--- src/hdl/average_pool_stream_defines.svh ---
// assertion macros for the average pooling block
`ifndef AVERAGE_POOL_STREAM_DEFINES_SVH
`define AVERAGE_POOL_STREAM_DEFINES_SVH

`ifndef SYNTHESIS
// same-cycle implication
`define AVGP_ASSERT_IMPL(label, clk, rst, ante, cons) \
  label: assert property (@(posedge clk) disable iff (rst) (ante) |-> (cons)) \
    else $error("%m: same-cycle check failed");
// next-cycle implication
`define AVGP_ASSERT_NEXT(label, clk, rst, ante, cons) \
  label: assert property (@(posedge clk) disable iff (rst) (ante) |=> (cons)) \
    else $error("%m: next-cycle check failed");
`else
`define AVGP_ASSERT_IMPL(label, clk, rst, ante, cons)
`define AVGP_ASSERT_NEXT(label, clk, rst, ante, cons)
`endif

`endif

--- src/hdl/avgp_pkg.sv ---
// shared types and constants of the average pooling block
package avgp_pkg;

  // configuration port
  localparam int CFG_IDX_W  = 1;
  localparam int CFG_DATA_W = 9;
  localparam logic [CFG_IDX_W-1:0] REG_KERNEL_SIZE = 1'd0;
  localparam logic [CFG_IDX_W-1:0] REG_MAP_SIZE    = 1'd1;

  // register resets and limits
  localparam logic [4:0] KERNEL_RESET = 5'd2;
  localparam logic [8:0] MAP_RESET    = 9'd8;
  localparam logic [8:0] KSQ_RESET    = 9'd4;
  localparam logic [4:0] KERNEL_MAX   = 5'd16;

  // divisibility check runs one map bit per cycle
  localparam logic [3:0] MOD_LAST = 4'd8;

  // plane position counters
  localparam int CNT_W = 9;
  localparam int WIN_W = 4;

  // configuration seen by the datapath
  typedef struct packed {
    logic [4:0] kernel_size;
    logic [8:0] map_size;
    logic [8:0] k_sq;
    logic       bad;
    logic       busy;
  } cfg_state_t;

  // per-pixel control carried along the pipeline
  typedef struct packed {
    logic       first;
    logic       emit;
    logic       plane_last;
    logic       err;
    logic [7:0] out_row;
    logic [7:0] out_col;
  } pool_tag_t;

endpackage

--- src/hdl/avgp_div.sv ---
// pipelined restoring divider: pixel magnitude by K*K, one quotient bit per stage
module avgp_div #(
  parameter int PIXEL_WIDTH = 16,
  parameter int ADDR_W      = 8
) (
  input  logic                          clk,
  input  logic                          rst,
  input  logic                          adv,
  input  logic                          in_valid,
  input  logic signed [PIXEL_WIDTH-1:0] pixel,
  input  avgp_pkg::pool_tag_t           in_tag,
  input  logic [ADDR_W-1:0]             in_addr,
  input  logic [8:0]                    k_sq,
  output logic                          out_valid,
  output logic [PIXEL_WIDTH-1:0]        quot,
  output logic                          neg_out,
  output avgp_pkg::pool_tag_t           out_tag,
  output logic [ADDR_W-1:0]             out_addr
);

  localparam int W = PIXEL_WIDTH;

  logic [W:0]                vld;
  logic [W-1:0]              mag   [0:W];
  logic [7:0]                rem   [0:W];
  logic                      neg   [0:W];
  avgp_pkg::pool_tag_t       tag   [0:W];
  logic [ADDR_W-1:0]         addr  [0:W];
  logic [8:0]                trial [0:W-1];
  logic                      ge    [0:W-1];
  logic [7:0]                rem_step [0:W-1];
  logic [W-1:0]              mag_step [0:W-1];
  logic [W-1:0]              pix_mag;

  // magnitude of the pixel, the most negative value maps to 2^(W-1)
  assign pix_mag = pixel[W-1] ? $unsigned(-pixel) : $unsigned(pixel);

  // one trial subtraction per stage, quotient bits shift in at the bottom
  always_comb begin
    for (int j = 0; j < W; j++) begin
      trial[j]    = {rem[j], mag[j][W-1]};
      ge[j]       = trial[j] >= k_sq;
      rem_step[j] = ge[j] ? 8'(trial[j] - k_sq) : trial[j][7:0];
      mag_step[j] = {mag[j][W-2:0], ge[j]};
    end
  end

  // stage valid bits
  always_ff @(posedge clk) begin
    if (rst) begin
      vld <= '0;
    end else if (adv) begin
      vld <= {vld[W-1:0], in_valid};
    end
  end

  // stage payload
  always_ff @(posedge clk) begin
    if (adv) begin
      mag[0]  <= pix_mag;
      rem[0]  <= 8'd0;
      neg[0]  <= pixel[W-1];
      tag[0]  <= in_tag;
      addr[0] <= in_addr;
      for (int j = 1; j <= W; j++) begin
        mag[j]  <= mag_step[j-1];
        rem[j]  <= rem_step[j-1];
        neg[j]  <= neg[j-1];
        tag[j]  <= tag[j-1];
        addr[j] <= addr[j-1];
      end
    end
  end

  assign out_valid = vld[W];
  assign quot      = mag[W];
  assign neg_out   = neg[W];
  assign out_tag   = tag[W];
  assign out_addr  = addr[W];

endmodule

--- config.mk ---
export PLATFORM = sky130hd
export DESIGN_NAME = avgp_div
export DESIGN_NICKNAME = d
export VERILOG_FILES = /design/src/hdl/average_pool_stream_defines.svh /design/src/hdl/avgp_pkg.sv /design/src/hdl/avgp_div.sv
export SDC_FILE = /design/constraint.sdc
export NUM_CORES = 1
export LEC_CHECK = 0
export BUFFER_PORTS_ARGS = -buffer_cell sky130_fd_sc_hd__buf_2
export CAP_MARGIN = 25
export CORE_UTILIZATION = 56
export DETAILED_ROUTE_END_ITERATION = 7
export GPL_ROUTABILITY_DRIVEN = 1
export PLACE_DENSITY = 0.88
export SETUP_SLACK_MARGIN = 0.1
export SLEW_MARGIN = 20
export SYNTH_ARGS = -nofsm -noshare
export SYNTH_HDL_FRONTEND = slang
export SYNTH_SLANG_ARGS = --single-unit
--- constraint.sdc ---
create_clock -name clk -period 2.55 [get_ports clk]
set_input_delay 0.51 -clock clk [delete_from_list [all_inputs] [get_ports clk]]
set_output_delay 0.51 -clock clk [all_outputs]
set_load 0.01 [all_outputs]
Yosys cells after proc, flatten, opt, wreduce, memory -nomap -nowiden:

Memory sizes are Yosys's and may differ from the RTL's.
Cells that the tools add are included.

* output and inout bits: 46
* RAM bits: 901
* memories kept: 5
* register bits after elaboration: 17

* $lt $le $gt $ge: 16
* mux-type cells: 19
* $add $sub $neg: 17

Memories
* tag: words 17, bits a word 20, read ports 17, clocked after Yosys merged registers in 0, write ports 17, RTL line avgp_div.sv:27 `avgp_pkg::pool_tag_t tag [0:W];`
* mag: words 17, bits a word 16, read ports 17, clocked after Yosys merged registers in 0, write ports 17, RTL line avgp_div.sv:24 `logic [W-1:0] mag [0:W];`
* addr: words 17, bits a word 8, read ports 17, clocked after Yosys merged registers in 0, write ports 17, RTL line avgp_div.sv:28 `logic [ADDR_W-1:0] addr [0:W];`
* rem: words 17, bits a word 8, read ports 16, clocked after Yosys merged registers in 0, write ports 17, RTL line avgp_div.sv:25 `logic [7:0] rem [0:W];`
* neg: words 17, bits a word 1, read ports 17, clocked after Yosys merged registers in 0, write ports 17, RTL line avgp_div.sv:26 `logic neg [0:W];`

Operator list (number)
* greater-or-equal comparator 9 bit: 16
* 2-to-1 mux 8 bit: 16
* subtractor 8 bit: 16
* 2-to-1 mux 16 bit: 1
* negation 16 bit: 1
* 2-to-1 mux 1 bit: 2

Logic depth before layout (Yosys ltp):

* depth in word-level cells: 2
* depth in mapped cells: 8
* gate-level depth less buffers: 8

Worst setup path after synthesis:

Ideal clock, no wire load.

* path kind: input to register
* from: input k_sq[6]
* to: memory rem[3][2], in the netlist rem[0][26] (data pin)
* setup time: 0.260 ns
* path slack: -0.076 ns
* cell stages on the path: 7
* arrival: 2.366 ns
* data required time: 2.290 ns
* cell sequence: inv_1 -> ha_1 -> a21o_1 -> a21oi_1 -> o21ai_1 -> a211oi_4 -> mux2_2

RTL lines
* from (decl): RTL line avgp_div.sv:13 `input logic [8:0] k_sq,`
* to (decl): RTL line avgp_div.sv:25

==> results.json <==
{
  "relSlewSlack_pct": 61.1,
  "arrival_ns": 3.00,
  "synth_edf_count": 885,
  "place_inst": 3001,
  "worst_pin_slew_ns": 0.569,
  "slew_viol_final": 0,
  "grt_start_max_net_pins": 81,
  "antenna_found_initial": 2,
  "overflow": 0,
  "core_um2": 60700,
  "ys_seq_area_share_pct": 77.8,
  "viasPerCell": 5.64,
  "ant_nets": 0,
  "cp_max_fo": 4,
  "vias": 17800,
  "io_buffers": 102,
  "numCtsBuffers": 86,
  "synth_top_area_share_pct": 76.8,
  "finalCriticalPeriod_ns": 2.50,
  "hold_path.class": "in2reg",
  "die_y_um": 251,
  "fin_cells": 3162,
  "critPathBufInv": 1,
  "first_iter_violations": 1313,
  "place_congestion": 0.883,
  "tritoncts": "built",
  "ys_ff_latch": 902,
  "grt_setup_unrepaired": "false",
  "wl_per_cell_um": 20.5,
  "ir_worst_vdd_mv": 0.550,
  "fillCellCount": 3705,
  "layout.nets": 2516,
  "clock_path_buffers": 3,
  "cp_slowest_cell": "edfxtp_1",
  "setup_viol": 0,
  "fin_area_um2": 41300,
  "worst_clock_skew_ns": 0.0305,
  "die_area_um2": 62800,
  "wl_um": 64700,
  "cp.required_ns": 3.05,
  "area_growth_pct": 19.3,
  "synth_warnings": 0,
  "dp_hpwl_um": 39200,
  "synthDistinctLibCells": 57,
  "fin_hold_ws_ns": 0.0495,
  "clock-sinks": 902,
  "syn_inst": 1886,
  "synthTopCellsByArea": "edfxtp_1, ha_1, mux2_2, xnor2_1, mux2i_1",
  "slowest_delay_ns": 0.47,
  "drc_errors": 0,
  "first_pass_iters": 5,
  "fp-row-count": 90,
  "finalCritPeriodShare_pct": 98.0,
  "dieWidth_um": 251,
  "syn-num-nets": 2095,
  "clock_latency_ns": 0.65,
  "ys.flop_type": "edfxtp_1",
  "crit_type": "reg2reg",
  "leakage_nw": 15.4,
  "grt_pass1_vias": 18600,
  "syn-cell-area_um2": 34600,
  "avgSynthCellArea_um2": 18.4,
  "powerDensity_nw_per_um2": 984,
  "grtUsageTotal_pct": 20.9,
  "finalSetupTns_ns": 0,
  "clk_pin_slew_ns": 0.07,
  "status": "finished, final reports clean",
  "root_buffer": "clkbuf_16",
  "yosysTopAreaCell": "edfxtp_1",
  "pin_count": 103,
  "most-common-layout-cells": "edfxtp_1, buf_4, ha_1",
  "htreeDepth": 3,
  "grt_pass1_wl_um": 101000,
  "post_cts_resized": 0,
  "crit_family": "compound AO/OA/AOI/OAI gates",
  "start_util_pct": 57.0,
  "fmax_mhz": 400,
  "synth-async-reset-ratio_pct": 0,
  "layout_commonest_cell": "edfxtp_1",
  "startpoint_type": "register",
  "cp-end-kind": "register",
  "post_dp_cell_area_um2": 38400,
  "maxCapViolCount": 0,
  "path_cells": "ha_1, a21oi_1, inv_1, o311a_1, a211oi_1, mux2_2",
  "report.final.hold_viol_count": 0,
  "drive_gt1_share_pct": 25.1
}
[synthesized netlist by cell type, drive strengths merged (14+ instances only)]
cell,n
xnor2,59
o211ai,24
a21oi,74
nor2,75
ha,138
inv,81
fa,14
nor2b,17
edfxtp,885
dfxtp,17
a311o,16
o21a,20
a21o,20
mux2,82
nor3,23
buf,16
o21ai,50
nand2b,33
a211oi,18
nor4,15
nand2,40
nand4,23
mux2i,46
nand3,17
[registers in the layout, summed over array words and instances (netlist names)]
register	cells
tag	340
mag	272
addr	136
rem	120
neg	17
vld	17
[metrics by stage]
| step | setup WS, ns | total power, mW | utilization (%) |
|---|---|---|---|
| final | 0.0518 | 40.6 | 68.0 |
| after detailed placement | -0.311 | 27.7 | 63.3 |
| after floorplan | 0.0106 | 24.3 | - |
| after CTS | 0.116 | 40.8 | 68.0 |
| after global placement | -0.196 | 27.2 | 63.3 |
| after global routing | 0.101 | 42.3 | 68.0 |
[per-layer routing]
layer  part of all wire (%)  global-route usage, %  wire (um)  vias up
li1                       -                      -          -     8282
met1                     39                   25.2      25300     8767
met2                     52                   36.6      33400      596
met3                    5.0                   3.55       3250      186
met4                    4.3                   10.3       2770        0
met5                      0                      0          0        -
[report_power, final]
| group | internal (mW) | total (mW) | switching, mW |
|---|---|---|---|
| clock | 7.31 | 12.8 | 5.53 |
| combinational | 4.46 | 8.79 | 4.33 |
| sequential | 18.3 | 19.0 | 0.723 |
[cell type report]
type                       count  area, um^2  share of cell area, %
inverter                      81         323                  0.782
sequential                   902       26900                   65.2
multi-input combinational    882        7410                   17.9
tap                          782         978                   2.37
timing repair buffer         354        2790                   6.75
clock inverter                59         661                   1.60
clock buffer                 100        2200                   5.34
antenna                        2        5.00                 0.0121
[cells by family after synthesis]
kind of cell,count (synthesis),synth area share (%)
fa+ha+maj,152,5.80
buf+inv,102,1.22
simple gates,258,3.75
xor+xnor,61,1.54
compound gates,283,5.93
flops,902,77.8
mux,128,4.00
[path summary, 6_finish.rpt]
check / start / end / slack, ns / depth (start not counted)
setup / recovery: rem[0][61] / rem[0][71] / 0.05 / 6
hold / removal: in_tag[9] / tag[0][9] / 0.05 / 1
setup reg to reg: rem[0][61] / rem[0][71] / 0.05 / 6
hold reg to reg: tag[0][223] / tag[0][243] / 0.40 / 0
[timing repair]
item / 4_1_cts / 5_1_grt
setup buffers: 0 / 0
setup endpoints to repair: 0 / 1
hold buffers: 0 / 0
(Power assumes the default switching activity.)
