--- config.mk ---
export PLATFORM = sky130hd
export DESIGN_NAME = avgp_cfg
export DESIGN_NICKNAME = d
export VERILOG_FILES = /design/src/hdl/average_pool_stream_defines.svh /design/src/hdl/avgp_pkg.sv /design/src/hdl/avgp_cfg.sv
export SDC_FILE = /design/constraint.sdc
export NUM_CORES = 1
export LEC_CHECK = 0
export BUFFER_PORTS_ARGS = -buffer_cell sky130_fd_sc_hd__buf_2
export CORE_ASPECT_RATIO = 0.8
export CORE_UTILIZATION = 56
export CTS_CLUSTER_SIZE = 30
export DETAILED_ROUTE_END_ITERATION = 10
export GPL_TIMING_DRIVEN = 0
export PLACE_DENSITY = 0.79
export SLEW_MARGIN = 15
export SYNTH_ARGS = -nofsm -noshare
export SYNTH_HDL_FRONTEND = slang
export SYNTH_SLANG_ARGS = --single-unit
--- constraint.sdc ---
create_clock -name clk -period 3.69 [get_ports clk]
set_input_delay 0.5535 -clock clk [delete_from_list [all_inputs] [get_ports clk]]
set_output_delay 0.5535 -clock clk [all_outputs]
set_load 0.01 [all_outputs]
--- src/hdl/average_pool_stream_defines.svh ---
// assertion macros for the average pooling block
`ifndef AVERAGE_POOL_STREAM_DEFINES_SVH
`define AVERAGE_POOL_STREAM_DEFINES_SVH

`ifndef SYNTHESIS
// same-cycle implication
`define AVGP_ASSERT_IMPL(label, clk, rst, ante, cons) \
  label: assert property (@(posedge clk) disable iff (rst) (ante) |-> (cons)) \
    else $error("%m: same-cycle check failed");
// next-cycle implication
`define AVGP_ASSERT_NEXT(label, clk, rst, ante, cons) \
  label: assert property (@(posedge clk) disable iff (rst) (ante) |=> (cons)) \
    else $error("%m: next-cycle check failed");
`else
`define AVGP_ASSERT_IMPL(label, clk, rst, ante, cons)
`define AVGP_ASSERT_NEXT(label, clk, rst, ante, cons)
`endif

`endif

--- src/hdl/avgp_pkg.sv ---
// shared types and constants of the average pooling block
package avgp_pkg;

  // configuration port
  localparam int CFG_IDX_W  = 1;
  localparam int CFG_DATA_W = 9;
  localparam logic [CFG_IDX_W-1:0] REG_KERNEL_SIZE = 1'd0;
  localparam logic [CFG_IDX_W-1:0] REG_MAP_SIZE    = 1'd1;

  // register resets and limits
  localparam logic [4:0] KERNEL_RESET = 5'd2;
  localparam logic [8:0] MAP_RESET    = 9'd8;
  localparam logic [8:0] KSQ_RESET    = 9'd4;
  localparam logic [4:0] KERNEL_MAX   = 5'd16;

  // divisibility check runs one map bit per cycle
  localparam logic [3:0] MOD_LAST = 4'd8;

  // plane position counters
  localparam int CNT_W = 9;
  localparam int WIN_W = 4;

  // configuration seen by the datapath
  typedef struct packed {
    logic [4:0] kernel_size;
    logic [8:0] map_size;
    logic [8:0] k_sq;
    logic       bad;
    logic       busy;
  } cfg_state_t;

  // per-pixel control carried along the pipeline
  typedef struct packed {
    logic       first;
    logic       emit;
    logic       plane_last;
    logic       err;
    logic [7:0] out_row;
    logic [7:0] out_col;
  } pool_tag_t;

endpackage

--- src/hdl/avgp_cfg.sv ---
// configuration registers and map/kernel divisibility check
module avgp_cfg #(
  parameter int MAX_SIZE = 256
) (
  input  logic                                clk,
  input  logic                                rst,
  input  logic                                cfg_we,
  input  logic [avgp_pkg::CFG_IDX_W-1:0]      cfg_index,
  input  logic [avgp_pkg::CFG_DATA_W-1:0]     cfg_data,
  output avgp_pkg::cfg_state_t                state
);

  logic [4:0] kernel_size, kernel_size_next;
  logic [8:0] map_size, map_size_next;
  logic       busy;
  logic [3:0] step;
  logic [4:0] rem;
  logic [4:0] rem_next;
  logic [8:0] shift;
  logic       bad;
  logic [8:0] k_sq;
  logic [5:0] trial;
  logic       ge;
  logic       range_bad;
  logic [9:0] k_prod;

  // register write decode
  always_comb begin
    kernel_size_next = kernel_size;
    map_size_next    = map_size;
    if (cfg_we) begin
      case (cfg_index)
        avgp_pkg::REG_KERNEL_SIZE: kernel_size_next = cfg_data[4:0];
        avgp_pkg::REG_MAP_SIZE:    map_size_next    = cfg_data;
        default: ;
      endcase
    end
  end

  // restoring remainder step, one map bit per cycle
  assign trial    = {rem, shift[8]};
  assign ge       = trial >= {1'b0, kernel_size};
  assign rem_next = ge ? 5'(trial - {1'b0, kernel_size}) : trial[4:0];

  assign range_bad = (kernel_size == 5'd0) || (kernel_size > avgp_pkg::KERNEL_MAX) ||
                     (map_size == 9'd0) || ({23'b0, map_size} > 32'(MAX_SIZE));
  assign k_prod    = 10'(kernel_size) * 10'(kernel_size);

  // registers and check sequencing
  always_ff @(posedge clk) begin
    if (rst) begin
      kernel_size <= avgp_pkg::KERNEL_RESET;
      map_size    <= avgp_pkg::MAP_RESET;
      busy        <= 1'b0;
      step        <= 4'd0;
      rem         <= 5'd0;
      shift       <= 9'd0;
      bad         <= 1'b0;
      k_sq        <= avgp_pkg::KSQ_RESET;
    end else begin
      kernel_size <= kernel_size_next;
      map_size    <= map_size_next;
      if (cfg_we) begin
        busy  <= 1'b1;
        step  <= 4'd0;
        rem   <= 5'd0;
        shift <= map_size_next;
      end else if (busy) begin
        rem   <= rem_next;
        shift <= {shift[7:0], 1'b0};
        step  <= step + 4'd1;
        if (step == avgp_pkg::MOD_LAST) begin
          busy <= 1'b0;
          bad  <= range_bad || (rem_next != 5'd0);
          k_sq <= k_prod[8:0];
        end
      end
    end
  end

  assign state.kernel_size = kernel_size;
  assign state.map_size    = map_size;
  assign state.k_sq        = k_sq;
  assign state.bad         = bad;
  assign state.busy        = busy;

endmodule

**After elaboration in Yosys (flattened, before gate mapping)**

Index checks and enable logic that the tools add are counted.

- Reduce and logical (&&, ||, !) cells: 11
- Bitwise gates (word level): 2
- $mul: 1
- Add/subtract/negate cells: 2
- Order comparisons: 3
- Eq/ne operators: 1
- Multiplexer cells: 8

Operator list:

| kind | number |
|---|---|
| 9-bit 2-to-1 mux | 4 |
| 9-bit greater-than comparator, second input constant | 1 |
| 9-bit zero test | 1 |
| 5-bit by 5-bit multiplier with 9-bit output | 1 |
| 6-bit by 5-bit >= comparator with 1-bit output | 1 |
| 5-bit greater-than comparator, second input constant | 1 |
| 5-bit zero test | 1 |
| 5-bit 2-to-1 mux | 1 |
| 5-bit nonzero test | 1 |
| 5-bit subtractor | 1 |
| 4-bit by 1-bit adder with 4-bit output, second input constant | 1 |
| 4-bit == test, second input constant | 1 |
| 1-bit logical OR | 4 |
| 1-bit 2-to-1 mux | 3 |
| 3-bit AND reduction | 1 |
| 1-bit NOT | 2 |
| 2-bit AND reduction | 1 |
| 2-bit nonzero test | 1 |
| 2-bit OR reduction | 1 |

- Logic and storage cells: 36
- Bits in registers: 43
- Output and inout bits: 25

**Logic depth before layout (Yosys ltp)**

- Depth after elaboration: 5
- Gate-level depth with buffers: 12

**Worst setup path before layout**

Ideal clock, no wire load.

- Path type: register -> register
- Start: register kernel_size[0]
- End: register k_sq[8]
- Slack: 0.531 ns
- Stages on the path, launching flop included: 13
- Data required time: 3.604 ns
- Path buffers: 1
- Arrival time: 3.073 ns
- Cells stage by stage: dfxtp_1 -> buf_2 -> nand2_1 -> fa_1 -> fa_1 -> inv_1 -> ha_1 -> a31o_2 -> ha_1 -> a21oi_1 -> o21ai_0 -> xnor2_1 -> a211oi_1

- Word-level cells in the longest chain between the ends: 1

RTL lines:

| item | RTL line | text |
|---|---|---|
| from (decl) | avgp_cfg.sv:13 | `logic [4:0] kernel_size, kernel_size_next;` |
| from (signal assigned) | avgp_cfg.sv:52 | `kernel_size <= avgp_pkg::KERNEL_RESET;` |
| from (signal assigned) | avgp_cfg.sv:61 | `kernel_size <= kernel_size_next;` |
| 5-bit by 5-bit multiplier with 9-bit output | avgp_cfg.sv:47 | `assign k_prod = 10'(kernel_size) * 10'(kernel_size);` |
| to (signal assigned) | avgp_cfg.sv:59 | `k_sq <= avgp_pkg::KSQ_RESET;` |
| to (signal assigned) | avgp_cfg.sv:75 | `k_sq <= k_prod[8:0];` |
| to (decl) | avgp_cfg.sv:21 | `logic [8:0] k_sq;` |

No other way between the ends.
A chain may end at the register's enable or synchronous reset.

**Worst setup path after layout**

- Start: register kernel_size[0]
- End: register k_sq[7]

The elaborated chain is that of the path after synthesis.

==> reports/metrics.cfg <==
[synth]
synth_top_flop_cell = dfxtp_1
avgSynthCellArea_sq_um = 8.52
syn_area_sq_mm = 0.00239
yosysSeqAreaShare_pct = 35.2
yosys.area.top_type = dfxtp_1
yosys_warnings = 0
synthTopCellsByCount = nand2_1, dfxtp_1, nor2_1, a21oi_1, ha_1
syn_inst = 280
synth_seq_cells = 42
synth_fp_nets = 313
synthTopCellsByArea = dfxtp_1, ha_1, nand2_1, mux2i_1, a21oi_1
ys_types = 49
synth_edf_count = 0
synthArstFlopShare_pct = 0
synth.most_common_cell = nand2_1
yosysTopAreaCellShare_pct = 35.2

[global_route]
grt_pass1_vias = 1941
grt_pass1_wl_microns = 8800
antenna_found_initial = 0
grt-ovfl-total = 0
grt_usage_pct = 26.1
grt_max_degree = 16

[timing]
period_needed_ns = 3.43
setup_ws_ns = 0.257
fin_crit_sh_pct = 93.0
setup_violations = 0
rsz0062_at_grt = no
timing.final.max_slew_violations = 0
hold_viol = 0
fmax_mhz = 291
tns_ns = 0
worstMarginPinSlew_ns = 0.768
finClkSkew_ns = 0.00697
max-slew-margin-rel_pct = 48.6

[clock_network]
clock_latency_ns = 0.29
cts_buffers = 5
ctsResizeCount = 0
cts.sinks = 42
htreeDepth = 2
clkSlewWorstSetupHoldPaths_ns = 0.09
cts_tree = built
cts-hold-fix-buffers = 0
cts_max_path_buffers = 2
cts-root-buf = clkbuf_8
post_cts_buffers = 0

[die]
core_area_sq_mm = 0.00393
dieArea_sq_mm = 0.00453
die_h_microns = 60.4
row_count = 20
die_w_microns = 75.0
initial_core_util_pct = 60.7
pin_count = 38

[placed_design]
post-place-ws_ns = 0.299
io_buffer_count = 34
place_congestion = 0.913
dp_hpwl_microns = 4020
postPlaceCellArea_sq_mm = 0.00263

[route]
drt_iter0_markers = 116
vias = 2063
wl_per_cell_microns = 14.3
viasPerCell = 5.47
drt-total-wl_microns = 5390
drtPass1Iterations = 4
ant_nets = 0
drc = 0

[cells_and_area]
fin_area_sq_mm = 0.00272
area_delta_synth_final_pct = 13.9
final_util_pct = 69.2
final_nets = 354
diodes = 0
drive_gt1_share_pct = 18.6

[power]
switching_share_pct = 29.6
p_int_uw = 673
clkPwrFrac_pct = 31.9
pwr-share-comb_pct = 17.4
p_per_area_mw_per_mm2 = 352
leakagePower_uw = 0.00120
power_frac_seq_pct = 50.7
power.total_uw = 956
peakVddDrop_mv = 0.311
p_switching_uw = 283

[critical_path]
r2r_start = kernel_size[0]
critPathKind = register to register
worstSetupStartpoint = kernel_size[0]
rrSetupSlack_ns = 0.26
cp_max_fo = 10
arrival_ns = 3.63
worstPathRequired_ns = 3.88
cp-end-kind = register
setup.worst_path.start_class = register
rr_worst_depth = 12
r2r_end = k_sq[7]

[hold_path]
hp-start = k_sq[3]
hold_depth = 2
whs_endpoint = k_sq[3]
hp-class = register to register

[job]
drv_cap = 0

[outcome]
status = finished, final reports clean

flip-flops by register name, indices dropped and copies added, names as in the netlist:
signal	count
map_size	9
shift	9
k_sq	8
kernel_size	5
rem	5
step	4
bad	1
busy	1
placed cells by master (no fill, tap or decap), types with 4 or more instances in the layout:
| cell | instances |
|---|---|
| a211oi_1 | 10 |
| a21oi_1 | 23 |
| buf_2 | 38 |
| buf_4 | 5 |
| clkbuf_1 | 8 |
| clkbuf_8 | 5 |
| dfxtp_1 | 42 |
| fa_1 | 4 |
| ha_1 | 16 |
| inv_1 | 13 |
| mux2i_1 | 12 |
| nand2_1 | 43 |
| nor2_1 | 25 |
| nor2b_1 | 4 |
| nor4_1 | 4 |
| o21ai_0 | 9 |
| xnor2_1 | 10 |
final cells by class:
cell class	count	area (sq um)
Inverter	13	48.8
Sequential cell	42	841
Multi-Input combinational cell	206	1390
Clock buffer	5	68.8
Tap cell	55	68.8
Clock inverter	3	23.8
Timing Repair Buffer	34	170
Buffer	19	103
Fill cell	337	1210
worst max-delay path, stage by stage (launching register included):
cell     delay (ns)
dfxtp_1        0.39
buf_2          0.22
nand2_1        0.10
fa_1           0.49
fa_1           0.52
inv_1          0.04
ha_1           0.27
a31o_2         0.25
ha_1           0.32
nand2_1        0.06
o21ai_0        0.31
nor4b_2        0.08
a211o_1        0.28
worst max path at each step:
stage,end,depth (start not counted)
detailed placement,k_sq[8],12
finish,k_sq[7],12
CTS,k_sq[8],12
global placement,k_sq[8],12
floorplan,k_sq[8],12
global route,k_sq[8],12
kinds of logic (layout without fill, tap and decap cells):
kind of cell	Yosys count	after routing	synth area share (%)
buf+inv	32	74	6.35
simple gates	98	98	20.1
mux	12	12	5.03
fa+ha+maj	20	20	11.7
flops	42	42	35.2
other cells	1	1	0.157
compound gates	63	63	16.9
xor+xnor	12	12	4.40
power groups by stage:
stage          Sequential, uW  Clock, uW  Combinational, uW
3_3_place_gp              494          0                161
5_1_grt                   487        329                183
4_1_cts                   484        311                164
3_5_place_dp              495          0                162
6_report                  485        305                166
2_1_floorplan             494          0                119
stage by stage:
stage                     cells  hold WS [ns]
final                       377         0.454
after floorplan             280         0.448
after CTS                   377         0.459
after global routing        377         0.481
after global placement      369         0.440
after detailed placement    369         0.447
per-layer routing:
metal	part of all wire (%)	vias to the layer above	track usage, %
li1	-	1047	-
met1	48	957	36.3
met2	45	54	42.2
met3	6.6	5	5.65
met4	0.43	0	5.66
met5	0	-	0
No activity file was read; power rests on OpenSTA's default activity.
