==> src/hdl/average_pool_stream_defines.svh <==
// assertion macros for the average pooling block
`ifndef AVERAGE_POOL_STREAM_DEFINES_SVH
`define AVERAGE_POOL_STREAM_DEFINES_SVH

`ifndef SYNTHESIS
// same-cycle implication
`define AVGP_ASSERT_IMPL(label, clk, rst, ante, cons) \
  label: assert property (@(posedge clk) disable iff (rst) (ante) |-> (cons)) \
    else $error("%m: same-cycle check failed");
// next-cycle implication
`define AVGP_ASSERT_NEXT(label, clk, rst, ante, cons) \
  label: assert property (@(posedge clk) disable iff (rst) (ante) |=> (cons)) \
    else $error("%m: next-cycle check failed");
`else
`define AVGP_ASSERT_IMPL(label, clk, rst, ante, cons)
`define AVGP_ASSERT_NEXT(label, clk, rst, ante, cons)
`endif

`endif

==> src/hdl/avgp_pkg.sv <==
// shared types and constants of the average pooling block
package avgp_pkg;

  // configuration port
  localparam int CFG_IDX_W  = 1;
  localparam int CFG_DATA_W = 9;
  localparam logic [CFG_IDX_W-1:0] REG_KERNEL_SIZE = 1'd0;
  localparam logic [CFG_IDX_W-1:0] REG_MAP_SIZE    = 1'd1;

  // register resets and limits
  localparam logic [4:0] KERNEL_RESET = 5'd2;
  localparam logic [8:0] MAP_RESET    = 9'd8;
  localparam logic [8:0] KSQ_RESET    = 9'd4;
  localparam logic [4:0] KERNEL_MAX   = 5'd16;

  // divisibility check runs one map bit per cycle
  localparam logic [3:0] MOD_LAST = 4'd8;

  // plane position counters
  localparam int CNT_W = 9;
  localparam int WIN_W = 4;

  // configuration seen by the datapath
  typedef struct packed {
    logic [4:0] kernel_size;
    logic [8:0] map_size;
    logic [8:0] k_sq;
    logic       bad;
    logic       busy;
  } cfg_state_t;

  // per-pixel control carried along the pipeline
  typedef struct packed {
    logic       first;
    logic       emit;
    logic       plane_last;
    logic       err;
    logic [7:0] out_row;
    logic [7:0] out_col;
  } pool_tag_t;

endpackage

==> src/hdl/avgp_acc.sv <==
// column partial-sum memory with read-modify-write and write forwarding
module avgp_acc #(
  parameter int PIXEL_WIDTH = 16,
  parameter int MAX_SIZE    = 256,
  parameter int ADDR_W      = 8
) (
  input  logic                   clk,
  input  logic                   rst,
  input  logic                   adv,
  input  logic                   a1_valid,
  input  logic [PIXEL_WIDTH-1:0] a1_quot,
  input  logic                   a1_neg,
  input  avgp_pkg::pool_tag_t    a1_tag,
  input  logic [ADDR_W-1:0]      a1_addr,
  output logic                   res_valid,
  output logic [PIXEL_WIDTH-1:0] res_average,
  output avgp_pkg::pool_tag_t    res_tag
);

  logic [PIXEL_WIDTH-1:0] mem [MAX_SIZE];
  logic [PIXEL_WIDTH-1:0] rdata;
  logic                   a2_valid;
  logic [PIXEL_WIDTH-1:0] a2_q;
  avgp_pkg::pool_tag_t    a2_tag;
  logic [ADDR_W-1:0]      a2_addr;
  logic                   fwd_valid;
  logic [ADDR_W-1:0]      fwd_addr;
  logic [PIXEL_WIDTH-1:0] fwd_data;
  logic [PIXEL_WIDTH-1:0] base;
  logic [PIXEL_WIDTH-1:0] sum;
  logic                   we;

  // memory read, data arrives with the item in the second stage
  always_ff @(posedge clk) begin
    if (adv) begin
      rdata <= mem[a1_addr];
    end
  end

  // memory write
  always_ff @(posedge clk) begin
    if (adv && we) begin
      mem[a2_addr] <= sum;
    end
  end

  // second stage: signed quotient and tag
  always_ff @(posedge clk) begin
    if (rst) begin
      a2_valid <= 1'b0;
    end else if (adv) begin
      a2_valid <= a1_valid;
    end
  end

  always_ff @(posedge clk) begin
    if (adv) begin
      a2_q    <= a1_neg ? (PIXEL_WIDTH'(0) - a1_quot) : a1_quot;
      a2_tag  <= a1_tag;
      a2_addr <= a1_addr;
    end
  end

  // last write bypasses the read it raced with
  always_ff @(posedge clk) begin
    if (rst) begin
      fwd_valid <= 1'b0;
    end else if (adv) begin
      fwd_valid <= we;
    end
  end

  always_ff @(posedge clk) begin
    if (adv) begin
      fwd_addr <= a2_addr;
      fwd_data <= sum;
    end
  end

  // window start loads, the rest accumulate with wraparound
  assign base = (fwd_valid && (fwd_addr == a2_addr)) ? fwd_data : rdata;
  assign sum  = a2_tag.first ? a2_q : PIXEL_WIDTH'(base + a2_q);
  assign we   = a2_valid && !a2_tag.err;

  assign res_valid   = a2_valid && a2_tag.emit;
  assign res_average = a2_tag.err ? '0 : sum;
  assign res_tag     = a2_tag;

endmodule
==> config.mk <==
export PLATFORM = sky130hd
export DESIGN_NAME = avgp_acc
export DESIGN_NICKNAME = d
export VERILOG_FILES = /design/src/hdl/average_pool_stream_defines.svh /design/src/hdl/avgp_pkg.sv /design/src/hdl/avgp_acc.sv
export SDC_FILE = /design/constraint.sdc
export NUM_CORES = 2
export LEC_CHECK = 0
export BUFFER_PORTS_ARGS = -buffer_cell sky130_fd_sc_hd__buf_2
export CAP_MARGIN = 25
export CORE_ASPECT_RATIO = 0.7
export CORE_UTILIZATION = 40
export DETAILED_ROUTE_END_ITERATION = 6
export PLACE_DENSITY_LB_ADDON = 0.15
export RECOVER_POWER = 25
export SYNTH_ARGS = -nofsm -noshare
export SYNTH_HDL_FRONTEND = slang
export SYNTH_SLANG_ARGS = --single-unit
==> constraint.sdc <==
create_clock -name clk -period 28.7 [get_ports clk]
set_input_delay 1.435 -clock clk [delete_from_list [all_inputs] [get_ports clk]]
set_output_delay 1.435 -clock clk [all_outputs]
set_load 0.005 [all_outputs]
# Word level (Yosys, flattened, before mapping)
# Memory sizes are Yosys's and may differ from the RTL's. A register that Yosys moved wholly into a read port is not among the register bits.
# Index checks and enable logic that the tools add are counted.
totals:
  output_inout_bits: 37
  rom_bits: 0
  latch_bits: 0
  elab_cells: 27
  memories: 1
  mem_bits_rw: 4096
  regBits: 70
mem_list:
  columns: ["name", "words", "width", "rd", "rd_clocked_by_memory_dff", "write_ports", "line_no", "source"]
  rows:
  - ["mem", 256, 16, 1, 1, 1, "avgp_acc.sv:20", "logic [PIXEL_WIDTH-1:0] mem [MAX_SIZE];"]
classes:
  eq_ne: 1
  magnitude_cmp: 0
  bitwise: 0
  n_shift: 0
  add_sub_neg: 2
  multipliers: 0
  div: 0
  reduce_logical: 5
  n_mux: 6
op_table:
  columns: ["operator", "n"]
  rows:
  - ["$mux W16", 4]
  - ["$add A16 B16 Y16", 1]
  - ["$sub A1 B16 Y16 const A", 1]
  - ["$eq A8 B8 Y1", 1]
  - ["$logic_and A1 B1 Y1", 4]
  - ["$mux W1", 2]
  - ["$logic_not A1 Y1", 1]

# Logic depth before layout (Yosys ltp)
logic_depth:
  ltp_word: 6
  mapped_depth: 16

# Worst setup path after synthesis
# No wires, ideal clock.
synth_path:
  path_kind: "reg2reg"
  from: "register a2_addr[7]"
  to: "register fwd_data[8], data pin"
  required_time_ns: 25.715
  setup_time_ns: 2.985
  stages_incl_launch_ff: 16
  path_buffers: 2
  arrival_ns: 17.244
  period_less_slack_ns: 20.229
  path_slack_ns: 8.471
  cell_sequence: "edfxtp_1 -> clkbuf_1 -> xnor2_1 -> nand3_1 -> nor3_2 -> clkbuf_1 -> mux2_2 -> ha_1 -> inv_1 -> fa_1 -> nand3b_1 -> a21oi_1 -> nor2b_1 -> o21ai_0 -> nor2_1 -> o41ai_1"
synth_via:
  elab_chain_cells: 5
synth_rtl:
  columns: ["item", "line_no", "source"]
  rows:
  - ["from (decl)", "avgp_acc.sv:25", "logic [ADDR_W-1:0] a2_addr;"]
  - ["from (signal assigned)", "avgp_acc.sv:60", "a2_addr <= a1_addr;"]
  - ["$eq A8 B8 Y1", "avgp_acc.sv:81", "assign base = (fwd_valid && (fwd_addr == a2_addr)) ? fwd_data : rdata;"]
  - ["$logic_and A1 B1 Y1", "avgp_acc.sv:81", null]
  - ["$mux W16", "avgp_acc.sv:81", null]
  - ["$add A16 B16 Y16", "avgp_acc.sv:82", "assign sum = a2_tag.first ? a2_q : PIXEL_WIDTH'(base + a2_q);"]
  - ["$mux W16", "avgp_acc.sv:82", null]
  - ["net sum[8]", "avgp_acc.sv:30", "logic [PIXEL_WIDTH-1:0] sum;"]
  - ["to (signal assigned)", "avgp_acc.sv:76", "fwd_data <= sum;"]
  - ["to (decl)", "avgp_acc.sv:28", "logic [PIXEL_WIDTH-1:0] fwd_data;"]
# The timed path passes the listed nets, and every way through them passes these cells.
# A chain may end at the register's enable or synchronous reset.

# Worst setup path in the final report
layout_path:
  from: "register a2_addr[7]"
  to: "memory mem[28][0], data pin"
layout_via:
  elab_chain_cells: 5
layout_rtl:
  columns: ["item", "line_no"]
  rows:
  - ["$eq A8 B8 Y1", "avgp_acc.sv:81"]
  - ["$logic_and A1 B1 Y1", "avgp_acc.sv:81"]
  - ["$mux W16", "avgp_acc.sv:81"]
  - ["$add A16 B16 Y16", "avgp_acc.sv:82"]
  - ["$mux W16", "avgp_acc.sv:82"]
  - ["net sum[0]", "avgp_acc.sv:30"]
  - ["to (decl)", "avgp_acc.sv:20"]
# The timed path passes the listed nets, and every way through them passes these cells.

==> out/results.tsv <==
metric	value	unit
fraction of layout cells with a size suffix above 1	0.270	
Synth Net Count	7318	
setup_tns	0	ns
gr usage total	0.215	
Placer Congestion	0.794	
CORE AREA	400000	sq um
final hold violation count	0	
Post-CTS Setup Repair Bufs	0	
Nets	7913	
largest net degree at the start of global routing	182	
Worst Tran Pin Value	3.79	ns
Worst Setup EP	mem[28][0]$_DFFE_PP_	
violated checks	capacitance limit, slew limit	
FFs w/ async S/R, synth	0	
clk buf depth	4	
Worst-path clk slew	0.07	ns
port bufs	85	
Distinct cells, synth	53	
peak supply drop	0.0414	mV
Post-Syn Area	161000	sq um
r2r setup slk	20.72	ns
row count	194	
Setup CP Type	flip-flop to flip-flop	
Initial Utilization	0.403	
CTS Buf Count	398	
per-cell routed wire length	32.9	um
Vias/cell	5.84	
Synth Warn #	0	
Cells after Synth	7249	
drt total wl	442000	um
Pleak	57.6	nW
Critical Path RT	29.26	ns
Die ar.	405000	sq um
EDFF count, synth	4180	
status	complete, but fails checks	
RSZ-0062 raised after global routing	false	
initial DRC count	9553	
Slew Limit Fails	1072	
global-route wire length before repair	622000	um
drt first pass iters	5	
max_slew headroom	-1.53	
Max-Cap Viols	50	
H-tree levels	5	
syn_area_per_cell	22.2	sq um
critical path fanouts, max	91	
Clock Sink Count	4182	
I/O Pins	86	
Cell Pwr Density	73.1	nW/um^2
Hold WC Path Type	flip-flop to flip-flop	
crit end category	flip-flop	
post-synthesis register bit count	4182	
Final Setup Violations	0	
dominant synthesized flop cell	edfxtp_1	
initial antenna violation count	41	
Die H	533	um
Worst setup SP type	flip-flop	
root buf cell	clkbuf_16	
Post-CTS Resized	0	
reg2reg start	a2_addr[7]$_DFFE_PP_	
HPWL Detailed	253000	um
clk_lat worst skew	0.95	ns
Final Util	0.458	
Die Wd	760	um
fmax	125	MHz
minimum clock period	7.98	ns
Post-CTS Hold Buffers	0	
global route overflow	0	
CP arrival	8.54	ns
Final period util	0.278	
hold_ws	0.528	ns
Seq/Total Area, Yosys	0.780	
Area Growth Syn to Fin	13.7	%
reg2reg path depth	9	
drt drc	0	
Final ANT Viol Nets	0	
total number of vias	78534	
vias in the first global route	77944	
TritonCTS clock tree	yes	
reg2reg end	mem[28][0]$_DFFE_PP_	
Final Skew	0.0522	ns
crit path launch	a2_addr[7]$_DFFE_PP_	
[critical path, cell delays in order, from the launching register on]
cell	delay, ns
edfxtp_1	0.52
xnor2_1	0.24
nand3_1	0.19
nor3_1	0.22
clkbuf_1	0.78
mux2_1	0.48
ha_1	0.31
mux2_1	1.85
clkbuf_1	1.82
buf_4	0.93
[how the worst min path moves through the flow]
stage / to / depth (start not counted) / start
CTS: fwd_valid$_SDFFE_PP0P_ / 2 / fwd_valid$_SDFFE_PP0P_
floorplan: fwd_addr[2]$_DFFE_PP_ / 0 / a2_addr[2]$_DFFE_PP_
global route: fwd_valid$_SDFFE_PP0P_ / 2 / fwd_valid$_SDFFE_PP0P_
finish: fwd_valid$_SDFFE_PP0P_ / 2 / fwd_valid$_SDFFE_PP0P_
global placement: a2_valid$_SDFFE_PP0P_ / 2 / a2_valid$_SDFFE_PP0P_
detailed placement: fwd_valid$_SDFFE_PP0P_ / 2 / fwd_valid$_SDFFE_PP0P_
[cells in the mapped netlist (26+ instances only)]
library cell	count	area, sq um
edfxtp_1	4180	126000
mux4_2	880	19800
mux2i_1	546	5470
nor2_1	274	1030
o22ai_1	257	1610
clkbuf_1	216	811
mux2_2	146	1640
a2111oi_0	129	1130
buf_2	96	480
nand2_1	69	259
buf_4	59	443
buf_1	38	143
a22oi_1	32	240
nor4_1	32	200
nor2b_1	26	163
nor3_1	26	130
[cells in the final DEF, fill, tap and decap left out, types with 8 or more instances in the layout]
| cell | n |
|---|---|
| clkinv_2 | 61 |
| mux2_2 | 144 |
| nor2_1 | 173 |
| a2111oi_2 | 32 |
| ha_1 | 19 |
| nor2b_1 | 25 |
| buf_6 | 10 |
| nand2_1 | 61 |
| buf_12 | 20 |
| clkinvlp_4 | 10 |
| a211oi_1 | 15 |
| buf_2 | 85 |
| nor3_1 | 27 |
| o211ai_1 | 16 |
| xnor2_1 | 22 |
| a21oi_1 | 14 |
| inv_1 | 11 |
| clkbuf_16 | 403 |
| clkbuf_1 | 220 |
| a2111oi_1 | 22 |
| o21ai_4 | 8 |
| o21ai_0 | 9 |
| a22o_1 | 16 |
| clkinv_1 | 87 |
| nor4_1 | 19 |
| o211a_1 | 11 |
| a2111oi_0 | 75 |
| xor2_1 | 8 |
| nor4_2 | 13 |
| nor2_2 | 97 |
| buf_4 | 339 |
| edfxtp_1 | 4180 |
| o22ai_1 | 257 |
| nand3_1 | 17 |
| a22oi_1 | 32 |
| bufinv_16 | 35 |
| mux2i_1 | 545 |
| inv_6 | 11 |
| mux4_2 | 880 |
[power breakdown]
group          internal (mW)  total [mW]  leakage (nW)  switching [mW]
clock network           2.88        5.14          6.03            2.26
registers               7.15        7.17          37.7          0.0149
logic                  0.254        1.08          13.8           0.823
total                   10.3        13.4          57.6            3.10
[layer usage]
metal	up-vias	track usage	routed length [um]
met2	3043	0.315	194000
met1	42980	0.339	204000
met4	8	0.0408	8450
li1	31978	-	-
met3	525	0.0387	35400
met5	-	0	40
[metrics by stage]
stage,instance area [sq um],cells,setup slack (ns),power (mW)
after floorplan,161000,7249,8.47,8.11
after global routing,183000,13433,20.30,13.8
after detailed placement,171000,12723,19.67,8.38
final,183000,13437,20.72,13.4
after CTS,184000,13418,20.68,13.5
after global placement,171000,12679,19.00,8.33
[cell families (layout without fill, tap and decap cells)]
logic type,after synthesis,in the layout,share of synthesized area
buffers and inverters,428,1318,0.0125
AND/OR/NAND/NOR,472,472,0.0128
XOR/XNOR,31,31,0.00169
adder cells (fa/ha/maj),20,20,0.00160
other,0,6,0
multiplexers,1572,1572,0.167
AO/OA/AOI/OAI,544,544,0.0242
flip-flops,4182,4182,0.780
[cell type report]
type	instances	area [sq um]
multi-input cells	2639	34200
fillers	33206	217000
inverters	11	41.3
repair buffers	612	4230
clock inverters	212	1960
clock buffers	483	10400
well taps	5292	6620
diodes	6	15.0
flip-flops and latches	4182	126000
[registers in the layout, indices dropped and copies added (netlist names)]
| signal | flops |
|---|---|
| a2_addr | 8 |
| fwd_valid | 1 |
| mem | 4096 |
| fwd_data | 16 |
| rdata | 16 |
| a2_q | 16 |
| fwd_addr | 8 |
| a2_valid | 1 |
| res_tag | 20 |
(Power assumes the default switching activity.)
